$ cat config.mk
export PLATFORM = sky130hd
export DESIGN_NAME = hsv_priority_color_classifier_top
export DESIGN_NICKNAME = d
export VERILOG_FILES = /design/src/sv/hpcc_pkg.sv /design/src/sv/hpcc_front.sv /design/src/sv/hpcc_div_pipe.sv /design/src/sv/hpcc_classify.sv /design/src/sv/hsv_priority_color_classifier_top.sv
export VERILOG_INCLUDE_DIRS = /design/src /design/src/sv
export SDC_FILE = /design/constraint.sdc
export NUM_CORES = 2
export LEC_CHECK = 0
export BUFFER_PORTS_ARGS = -buffer_cell sky130_fd_sc_hd__clkbuf_2
export CORE_MARGIN = 2
export CORE_UTILIZATION = 24
export CTS_CLUSTER_DIAMETER = 150
export DETAILED_ROUTE_END_ITERATION = 7
export SYNTH_ARGS = -nofsm -noshare
export SYNTH_HDL_FRONTEND = slang
export SYNTH_SLANG_ARGS = --single-unit
$ cat constraint.sdc
create_clock -name clk -period 25.2 [get_ports clk]
set_input_delay 5.04 -clock clk [delete_from_list [all_inputs] [get_ports clk]]
set_output_delay 5.04 -clock clk [all_outputs]
set_load 0.02 [all_outputs]
$ cat src/sv/hsv_priority_color_classifier_top_assert.svh
// ---------------------------------------------------------------------------
// Assertion macros for the HSV priority color classifier.
// Each macro holds a concurrent assertion that reports with $error.
// ---------------------------------------------------------------------------
`ifndef HSV_PRIORITY_COLOR_CLASSIFIER_TOP_ASSERT_SVH
`define HSV_PRIORITY_COLOR_CLASSIFIER_TOP_ASSERT_SVH
`ifndef SYNTHESIS
`define HPCC_ASSERT_RST(label, clk, rst_n, prop, msg) \
	label: assert property (@(posedge clk) disable iff (!rst_n) prop) else $error(msg);
`define HPCC_ASSERT_ANY(label, clk, prop, msg) \
	label: assert property (@(posedge clk) prop) else $error(msg);
`else
`define HPCC_ASSERT_RST(label, clk, rst_n, prop, msg)
`define HPCC_ASSERT_ANY(label, clk, prop, msg)
`endif
`endif

$ cat src/sv/hpcc_pkg.sv
// ---------------------------------------------------------------------------
// hpcc_pkg
// Types, label codes and the false color table of the classifier.
// ---------------------------------------------------------------------------
package hpcc_pkg;

	localparam int NUM_BOXES = 8;
	localparam int QBITS     = 8;

	localparam logic [3:0] LABEL_NONE   = 4'd0;
	localparam logic [3:0] LABEL_YELLOW = 4'd1;
	localparam logic [3:0] LABEL_BLUE   = 4'd2;
	localparam logic [3:0] LABEL_ORANGE = 4'd3;
	localparam logic [3:0] LABEL_GREEN  = 4'd4;
	localparam logic [3:0] LABEL_WHITE  = 4'd5;
	localparam logic [3:0] LABEL_BLACK  = 4'd6;
	localparam logic [3:0] LABEL_RED    = 4'd7;
	localparam logic [3:0] LABEL_OTHER  = 4'd8;

	typedef struct packed {
		logic [16:0] h_num;
		logic [8:0]  h_den;
		logic [15:0] s_num;
		logic [7:0]  s_den;
		logic [7:0]  val;
		logic        gray;
		logic        black;
	} front_t;

	typedef struct packed {
		logic [7:0] hue;
		logic [7:0] sat;
		logic [7:0] val;
		logic       black;
	} hsv_t;

	typedef struct packed {
		logic [7:0] blue;
		logic [7:0] green;
		logic [7:0] red;
	} rgb_t;

	function automatic rgb_t color_of(input logic [3:0] label);
		rgb_t c;
		case (label)
			LABEL_YELLOW: c = '{blue: 8'd128, green: 8'd128, red: 8'd0};
			LABEL_BLUE:   c = '{blue: 8'd128, green: 8'd0,   red: 8'd128};
			LABEL_ORANGE: c = '{blue: 8'd128, green: 8'd0,   red: 8'd0};
			LABEL_GREEN:  c = '{blue: 8'd0,   green: 8'd0,   red: 8'd128};
			LABEL_WHITE:  c = '{blue: 8'd0,   green: 8'd255, red: 8'd255};
			LABEL_BLACK:  c = '{blue: 8'd255, green: 8'd0,   red: 8'd255};
			LABEL_RED:    c = '{blue: 8'd255, green: 8'd255, red: 8'd0};
			LABEL_OTHER:  c = '{blue: 8'd255, green: 8'd0,   red: 8'd128};
			default:      c = '{blue: 8'd0,   green: 8'd0,   red: 8'd0};
		endcase
		return c;
	endfunction

endpackage

$ cat src/sv/hpcc_front.sv
// ---------------------------------------------------------------------------
// hpcc_front
// First stage: extremes, chroma and the dividends and divisors of S and H.
// ---------------------------------------------------------------------------
module hpcc_front import hpcc_pkg::*; (
	input  logic        clk,
	input  logic        arst_n,
	input  logic        en,
	input  logic        in_valid,
	input  logic [7:0]  in_red,
	input  logic [7:0]  in_green,
	input  logic [7:0]  in_blue,
	output logic        out_valid,
	output front_t      out_data
);

	logic [7:0]  mx, mn, d;
	logic [10:0] n, d11;
	front_t      f;
	logic        valid_s1;
	front_t      data_s1;

	always_comb begin
		mx = in_red;
		if (in_green > mx) mx = in_green;
		if (in_blue > mx) mx = in_blue;
		mn = in_red;
		if (in_green < mn) mn = in_green;
		if (in_blue < mn) mn = in_blue;
		d = mx - mn;
		d11 = {3'd0, d};
		if (mx == in_red) begin
			if (in_green >= in_blue) n = {3'd0, in_green} - {3'd0, in_blue};
			else n = 11'(6 * d11) - ({3'd0, in_blue} - {3'd0, in_green});
		end else if (mx == in_green) begin
			n = 11'(2 * d11) + {3'd0, in_blue} - {3'd0, in_red};
		end else begin
			n = 11'(4 * d11) + {3'd0, in_red} - {3'd0, in_green};
		end
		f.h_num = 17'({6'd0, n} * 17'd85);
		f.h_den = {d, 1'b0};
		f.s_num = 16'({8'd0, d} * 16'd255);
		f.s_den = mx;
		f.val   = mx;
		f.gray  = (d == 8'd0);
		f.black = (mx == 8'd0);
	end

	always_ff @(posedge clk or negedge arst_n) begin
		if (!arst_n) begin
			valid_s1 <= 1'b0;
		end else if (en) begin
			valid_s1 <= in_valid;
		end
	end

	always_ff @(posedge clk) begin
		if (en) begin
			data_s1 <= f;
		end
	end

	assign out_valid = valid_s1;
	assign out_data  = data_s1;

endmodule

$ cat src/sv/hpcc_div_pipe.sv
// ---------------------------------------------------------------------------
// hpcc_div_pipe
// Two restoring dividers side by side, one quotient bit per stage.
// ---------------------------------------------------------------------------
module hpcc_div_pipe import hpcc_pkg::*; (
	input  logic   clk,
	input  logic   arst_n,
	input  logic   en,
	input  logic   in_valid,
	input  front_t in_data,
	output logic   out_valid,
	output hsv_t   out_data
);

	logic        valid_s [QBITS+1];
	logic [16:0] h_rem_s [QBITS+1];
	logic [8:0]  h_den_s [QBITS+1];
	logic [15:0] s_rem_s [QBITS+1];
	logic [7:0]  s_den_s [QBITS+1];
	logic [7:0]  h_q_s   [QBITS+1];
	logic [7:0]  s_q_s   [QBITS+1];
	logic [7:0]  val_s   [QBITS+1];
	logic        gray_s  [QBITS+1];
	logic        black_s [QBITS+1];

	assign valid_s[0] = in_valid;
	assign h_rem_s[0] = in_data.h_num;
	assign h_den_s[0] = in_data.h_den;
	assign s_rem_s[0] = in_data.s_num;
	assign s_den_s[0] = in_data.s_den;
	assign h_q_s[0]   = 8'd0;
	assign s_q_s[0]   = 8'd0;
	assign val_s[0]   = in_data.val;
	assign gray_s[0]  = in_data.gray;
	assign black_s[0] = in_data.black;

	for (genvar k = 0; k < QBITS; k++) begin : g_stage
		localparam int B = QBITS - 1 - k;
		logic [16:0] h_sub;
		logic [15:0] s_sub;
		logic        h_take, s_take;

		assign h_sub  = {8'd0, h_den_s[k]} << B;
		assign s_sub  = {8'd0, s_den_s[k]} << B;
		assign h_take = (h_rem_s[k] >= h_sub);
		assign s_take = (s_rem_s[k] >= s_sub);

		always_ff @(posedge clk or negedge arst_n) begin
			if (!arst_n) begin
				valid_s[k+1] <= 1'b0;
			end else if (en) begin
				valid_s[k+1] <= valid_s[k];
			end
		end

		always_ff @(posedge clk) begin
			if (en) begin
				h_rem_s[k+1] <= h_take ? h_rem_s[k] - h_sub : h_rem_s[k];
				s_rem_s[k+1] <= s_take ? s_rem_s[k] - s_sub : s_rem_s[k];
				h_q_s[k+1]   <= h_q_s[k] | (8'(h_take) << B);
				s_q_s[k+1]   <= s_q_s[k] | (8'(s_take) << B);
				h_den_s[k+1] <= h_den_s[k];
				s_den_s[k+1] <= s_den_s[k];
				val_s[k+1]   <= val_s[k];
				gray_s[k+1]  <= gray_s[k];
				black_s[k+1] <= black_s[k];
			end
		end
	end

	// A gray pixel has hue 0, and a black pixel has saturation 0.
	assign out_valid      = valid_s[QBITS];
	assign out_data.hue   = gray_s[QBITS] ? 8'd0 : h_q_s[QBITS];
	assign out_data.sat   = black_s[QBITS] ? 8'd0 : s_q_s[QBITS];
	assign out_data.val   = val_s[QBITS];
	assign out_data.black = black_s[QBITS];

endmodule

$ cat src/sv/hpcc_classify.sv
// ---------------------------------------------------------------------------
// hpcc_classify
// Last stage: box tests in priority order, label and false color register.
// ---------------------------------------------------------------------------
module hpcc_classify import hpcc_pkg::*; (
	input  logic        clk,
	input  logic        arst_n,
	input  logic        en,
	input  logic        in_valid,
	input  hsv_t        in_data,
	input  logic [47:0] boxes [NUM_BOXES],
	output logic        out_valid,
	output logic [3:0]  out_label,
	output rgb_t        out_color
);

	logic [NUM_BOXES-1:0] hit;
	logic [3:0]           label;
	logic                 valid_s10;
	logic [3:0]           label_s10;
	rgb_t                 color_s10;

	always_comb begin
		for (int i = 0; i < NUM_BOXES; i++) begin
			logic [7:0] hmin, hmax, smin, smax, vmin, vmax;
			logic       hue_ok;
			hmin = boxes[i][7:0];
			hmax = boxes[i][15:8];
			smin = boxes[i][23:16];
			smax = boxes[i][31:24];
			vmin = boxes[i][39:32];
			vmax = boxes[i][47:40];
			if (hmax >= hmin) hue_ok = (in_data.hue >= hmin) && (in_data.hue <= hmax);
			else hue_ok = (in_data.hue <= hmax) || (in_data.hue >= hmin);
			hit[i] = hue_ok && (in_data.sat >= smin) && (in_data.sat <= smax)
				&& (in_data.val >= vmin) && (in_data.val <= vmax);
		end
		label = LABEL_NONE;
		if (!in_data.black) begin
			for (int i = NUM_BOXES - 1; i >= 0; i--) begin
				if (hit[i]) label = 4'(i + 1);
			end
		end
	end

	always_ff @(posedge clk or negedge arst_n) begin
		if (!arst_n) begin
			valid_s10 <= 1'b0;
		end else if (en) begin
			valid_s10 <= in_valid;
		end
	end

	always_ff @(posedge clk) begin
		if (en) begin
			label_s10 <= label;
			color_s10 <= color_of(label);
		end
	end

	assign out_valid = valid_s10;
	assign out_label = label_s10;
	assign out_color = color_s10;

endmodule

$ cat src/sv/hsv_priority_color_classifier_top.sv
// ---------------------------------------------------------------------------
// hsv_priority_color_classifier_top
// RGB888 to HSV conversion and classification against eight HSV boxes.
// ---------------------------------------------------------------------------
// The slave stream takes one pixel per transfer and the master stream
// gives one label and false color per transfer, in the same order.
// The pipeline has ten register stages: one for the extremes and the
// dividends, eight for the quotient bits of hue and saturation, and one
// for the box tests and the false color.
// Throughput is one pixel per cycle while the receiver takes results.
// The configuration channel is always ready; a write at an index of
// eight or more is ignored. The user must write boxes only while the
// block idles; the block itself does not enforce this. Reset clears
// all boxes to zero and empties the pipeline. When the receiver
// stalls, the whole pipeline holds and s_axis_tready drops, so no
// pixel is lost or repeated.
// ---------------------------------------------------------------------------
`include "hsv_priority_color_classifier_top_assert.svh"
module hsv_priority_color_classifier_top import hpcc_pkg::*; (
	input  logic        clk,
	input  logic        arst_n,
	input  logic        s_axis_tvalid,
	output logic        s_axis_tready,
	input  logic [23:0] s_axis_tdata,  // in_red, in_green, in_blue
	output logic        m_axis_tvalid,
	input  logic        m_axis_tready,
	output logic [31:0] m_axis_tdata,  // class_label, out_red, out_green, out_blue, zero
	input  logic        cfg_valid,
	output logic        cfg_ready,
	input  logic [3:0]  cfg_index,
	input  logic [47:0] cfg_data
);

	logic [47:0] box_q [NUM_BOXES];
	logic        en;
	logic        front_valid, div_valid;
	front_t      front_data;
	hsv_t        div_data;
	logic [3:0]  label;
	rgb_t        color;

	assign cfg_ready = 1'b1;

	always_ff @(posedge clk or negedge arst_n) begin
		if (!arst_n) begin
			for (int i = 0; i < NUM_BOXES; i++) box_q[i] <= 48'd0;
		end else if (cfg_valid && (cfg_index < 4'(NUM_BOXES))) begin
			box_q[cfg_index[2:0]] <= cfg_data;
		end
	end

	assign en            = !m_axis_tvalid || m_axis_tready;
	assign s_axis_tready = en;

	hpcc_front u_front (
		.clk       (clk),
		.arst_n    (arst_n),
		.en        (en),
		.in_valid  (s_axis_tvalid),
		.in_red    (s_axis_tdata[7:0]),
		.in_green  (s_axis_tdata[15:8]),
		.in_blue   (s_axis_tdata[23:16]),
		.out_valid (front_valid),
		.out_data  (front_data)
	);

	hpcc_div_pipe u_div (
		.clk       (clk),
		.arst_n    (arst_n),
		.en        (en),
		.in_valid  (front_valid),
		.in_data   (front_data),
		.out_valid (div_valid),
		.out_data  (div_data)
	);

	hpcc_classify u_classify (
		.clk       (clk),
		.arst_n    (arst_n),
		.en        (en),
		.in_valid  (div_valid),
		.in_data   (div_data),
		.boxes     (box_q),
		.out_valid (m_axis_tvalid),
		.out_label (label),
		.out_color (color)
	);

	assign m_axis_tdata = {4'd0, color.blue, color.green, color.red, label};

	`HPCC_ASSERT_RST(a_label_range, clk, arst_n, m_axis_tvalid |-> (label <= LABEL_OTHER), "label out of range")
	`HPCC_ASSERT_RST(a_none_black, clk, arst_n, (m_axis_tvalid && label == LABEL_NONE) |-> (m_axis_tdata[27:4] == 24'd0), "no label but color not black")
	`HPCC_ASSERT_ANY(a_empty_ready, clk, !m_axis_tvalid |-> s_axis_tready, "empty output but input stalled")

endmodule
==> summary.txt <==
Drt
  – Wire per inst: 14.6 um
  – First-pass iteration count of the detailed router: 7
  – DRC: 0
  – Initial DRC Count: ~1700
  – Vias per cell: between 4 and 5
  – WL met1: ~56000 um
  – Via Count: 35847
  – Detailed Route WL: 121000 um
  – Top Layer Used: met5
  – Met2 wire length: ~58000 um
  – Met3 wire len: 4480 um
  – Antenna-violating nets left: 0

Die
  – Placeable Area: 0.227 mm2
  – Die area: roughly 0.23 mm2
  – Die height: around 480 um
  – Row cnt: roughly 180
  – Initial Util: 0.241
  – Ports: between 100 and 150
  – Chip Width: 482 um

Cells and area
  – Core Util, Final: 0.274
  – # diodes: 0
  – Area Overhead vs Synth: 13.7%
  – Fin nets: about 6000
  – Fin area: just over 0.06 mm2
  – Fill cell count: about 23000
  – Proportion of layout cells with a drive suffix above 1: 0.112

Placement
  – Setup WS pre-CTS: ~8.5 ns
  – Buffers on Ports: 110
  – Post-DP Area: 0.0589 mm2
  – DP HPWL: roughly 90000 um
  – Placer Congestion: between 0.8 and 0.9

Setup path
  – Startpoint types: input port
  – Critical path class: input port to register
  – Worst Path Max Fanout: 8
  – CP Capture Type: register
  – Critical path's slowest cell: fa_1
  – Max incr delay on CP: ~0.58 ns
  – Most Frequent Cell on Critical Path: ha_1
  – Worst Path Required: 25.64 ns
  – Arr. time, crit path: around 16 ns

STA
  – Final worst setup slack: a little over 9 ns
  – Fmax: 62.3 MHz
  – Hold Vio Cnt, Final: 0
  – RSZ-0062 raised after global routing: no
  – Clk_skew: about 0.023 ns
  – Final Critical Period: around 16 ns
  – Max Transition Viols Final: 0
  – Final period util: 0.637
  – Slew @ Worst Pin: ~1.2 ns
  – Setup tns final: 0 ns
  – Setup-failing EPs final: 0
  – Relative slew margins: 0.193

Synth
  – Synth warn: 0
  – Seq/Total Area, Yosys: 0.450
  – Post-synth EDFFs: ~500
  – Synth Register Bits: ~890
  – Top cell type's share of synthesized area: 0.270
  – Synthesized area: ~0.055 mm2
  – Cells after Synth: just over 5000
  – Synth cell types: 97
  – Top post-synthesis cells by area: edfxtp_1 (27%), dfrtp_1 (18%), ha_1 (17%), mux2_2 (4.7%), inv_1 (4.7%)
  – Synth Flop Type: edfxtp_1
  – Largest area contributor in the netlist: edfxtp_1
  – Synth Area per Inst: ~11 um2
  – Synth async-reset ratio: 0.445

Clock network
  – PostCTS Resize Cnt: 0
  – CTS tree: done
  – Clock transition at path regs: 0.06 ns
  – Post-CTS Hold Fix Bufs: 0
  – Clock tree root buffer cell: clkbuf_16
  – CTS buffer count: 99
  – CTS sink cnt: ~890
  – H-tree level count: 3
  – Post-CTS setup buffers: 0
  – Worst-Skew Late Latency: between 0.7 and 0.8 ns
  – Clock Path Buffers: 3

Global route
  – First-pass GRT wire length: around 200000 um
  – Largest net degree at the start of global routing: 159
  – Initial antenna violation count: 3
  – Number of global-route vias before repair: around 37000
  – Grt ovf: 0
  – Overall Global Routing Usage: 0.105

Run status
  – Status: complete, no violations

Worst hold path
  – Min-delay worst type: register to register

Run
  – Max-cap violations: 0
## sequential cells by signal, indices dropped and copies added (netlist names)
register              flops
box_q                   384
u_classify.out_color      6
u_classify.out_label      4
u_classify.out_valid      1
u_div.black_s             7
u_div.g_stage.h_sub      49
u_div.g_stage.s_sub      32
u_div.gray_s              8
u_div.h_q_s              36
u_div.h_rem_s           119
u_div.out_data            9
u_div.out_valid           1
u_div.s_q_s              36
u_div.s_rem_s           112
u_div.val_s              24
u_div.valid_s             7
u_front.out_data         50
u_front.out_valid         1
## per-layer routing
metal	global-route usage	up-vias
met2	0.181	516
met1	0.134	17252
met4	0.0291	6
met5	0	-
li1	-	17893
met3	0.0164	180
## final cells by class
| cell class | count | area [um2] | area share |
|---|---|---|---|
| inverter | 684 | 2570 | 0.0413 |
| clock buffer | 131 | 2750 | 0.0441 |
| sequential | 886 | 24600 | 0.396 |
| clock inverter | 52 | 557 | 0.00894 |
| timing repair buffer | 152 | 888 | 0.0143 |
| multi-input combinational | 3357 | 27100 | 0.435 |
| tap | 3009 | 3760 | 0.0605 |
## through the flow
step	std cells	hold WS, ns
5_1_grt	8271	0.411
3_5_place_dp	8088	0.405
4_1_cts	8271	0.392
3_3_place_gp	8088	0.401
6_report	8271	0.404
2_1_floorplan	5040	0.400
## path summary, 6_finish.rpt
check,to,depth (start not counted),from,slack (ns)
hold reg to reg,u_div.black_s[3]$_DFFE_PP_,0,u_div.black_s[4]$_DFFE_PP_,0.40
hold / removal,u_div.black_s[3]$_DFFE_PP_,0,u_div.black_s[4]$_DFFE_PP_,0.40
max in group asynchronous,box_q[192]$_DFFE_PN0P_,3,arst_n,18.57
setup reg to reg,u_classify.out_color[7]$_DFFE_PP_,20,u_div.out_data[0]$_DFFE_PP_,20.12
min in group asynchronous,box_q[162]$_DFFE_PN0P_,1,arst_n,4.37
setup / recovery,u_front.out_data[59]$_DFFE_PP_,49,s_axis_tdata[1],9.15
## worst max-delay path: cells and delay by family
family,cells,cell delay (ns)
AND/OR/NAND/NOR,6,1.11
multiplexers,1,0.49
AO/OA/AOI/OAI,19,3.82
buffers and inverters,8,1.13
adder cells (fa/ha/maj),11,4.26
XOR/XNOR,4,0.62
## cells in the final DEF (no fill, tap or decap), types with 7 or more instances in the layout
cell and instances:
edfxtp_1 492, buf_4 41, o21bai_1 25, clkbuf_8 15, a31oi_1 9, nor3_1 40
xor2_1 70, inv_1 681, nand4_1 36, o21a_1 30, fa_1 68, a211oi_1 14
mux2_2 229, ha_1 736, o31ai_1 15, clkinv_2 18, bufinv_16 7, a21oi_1 295
mux2i_1 18, or4_1 12, nand3_1 68, dfrtp_1 394, nand4b_1 7, nand2b_1 148
clkbuf_1 17, nor2_1 179, a21o_1 237, clkbuf_2 109, nor2b_1 118, and2_1 18
nor4_1 26, xnor2_1 134, o21ai_1 8, clkbuf_16 99, and3_1 20, o21ai_0 376
clkinv_1 9, nand2_1 287
## cells in the mapped netlist, types with 8 or more instances
| master | count |
|---|---|
| a211oi_1 | 14 |
| a21o_1 | 237 |
| a21oi_1 | 295 |
| a31oi_1 | 9 |
| and2_1 | 18 |
| and3_1 | 21 |
| buf_4 | 23 |
| clkbuf_1 | 84 |
| dfrtp_1 | 394 |
| edfxtp_1 | 492 |
| fa_1 | 68 |
| ha_1 | 736 |
| inv_1 | 681 |
| mux2_2 | 229 |
| mux2i_1 | 18 |
| nand2_1 | 288 |
| nand2b_1 | 150 |
| nand3_1 | 68 |
| nand4_1 | 36 |
| nor2_1 | 180 |
| nor2b_1 | 118 |
| nor3_1 | 41 |
| nor4_1 | 27 |
| o21a_1 | 30 |
| o21ai_0 | 376 |
| o21ai_1 | 8 |
| o21bai_1 | 25 |
| o31ai_1 | 15 |
| or4_1 | 12 |
| xnor2_1 | 134 |
| xor2_1 | 70 |
## cells by family (layout without fill, tap and decap cells)
family,count (synthesis),count (layout),share of synthesized area
flops,886,886,0.450
buf+inv,797,1019,0.0563
compound gates,1077,1077,0.120
xor+xnor,210,210,0.0354
mux,247,247,0.0504
simple gates,1008,1008,0.0936
fa+ha+maj,810,810,0.194
other cells,2,5,0.000137
Power is left out: the tool's default activity adds up to more than one toggle a clock period on the data nets, which glitch-free logic cannot reach.
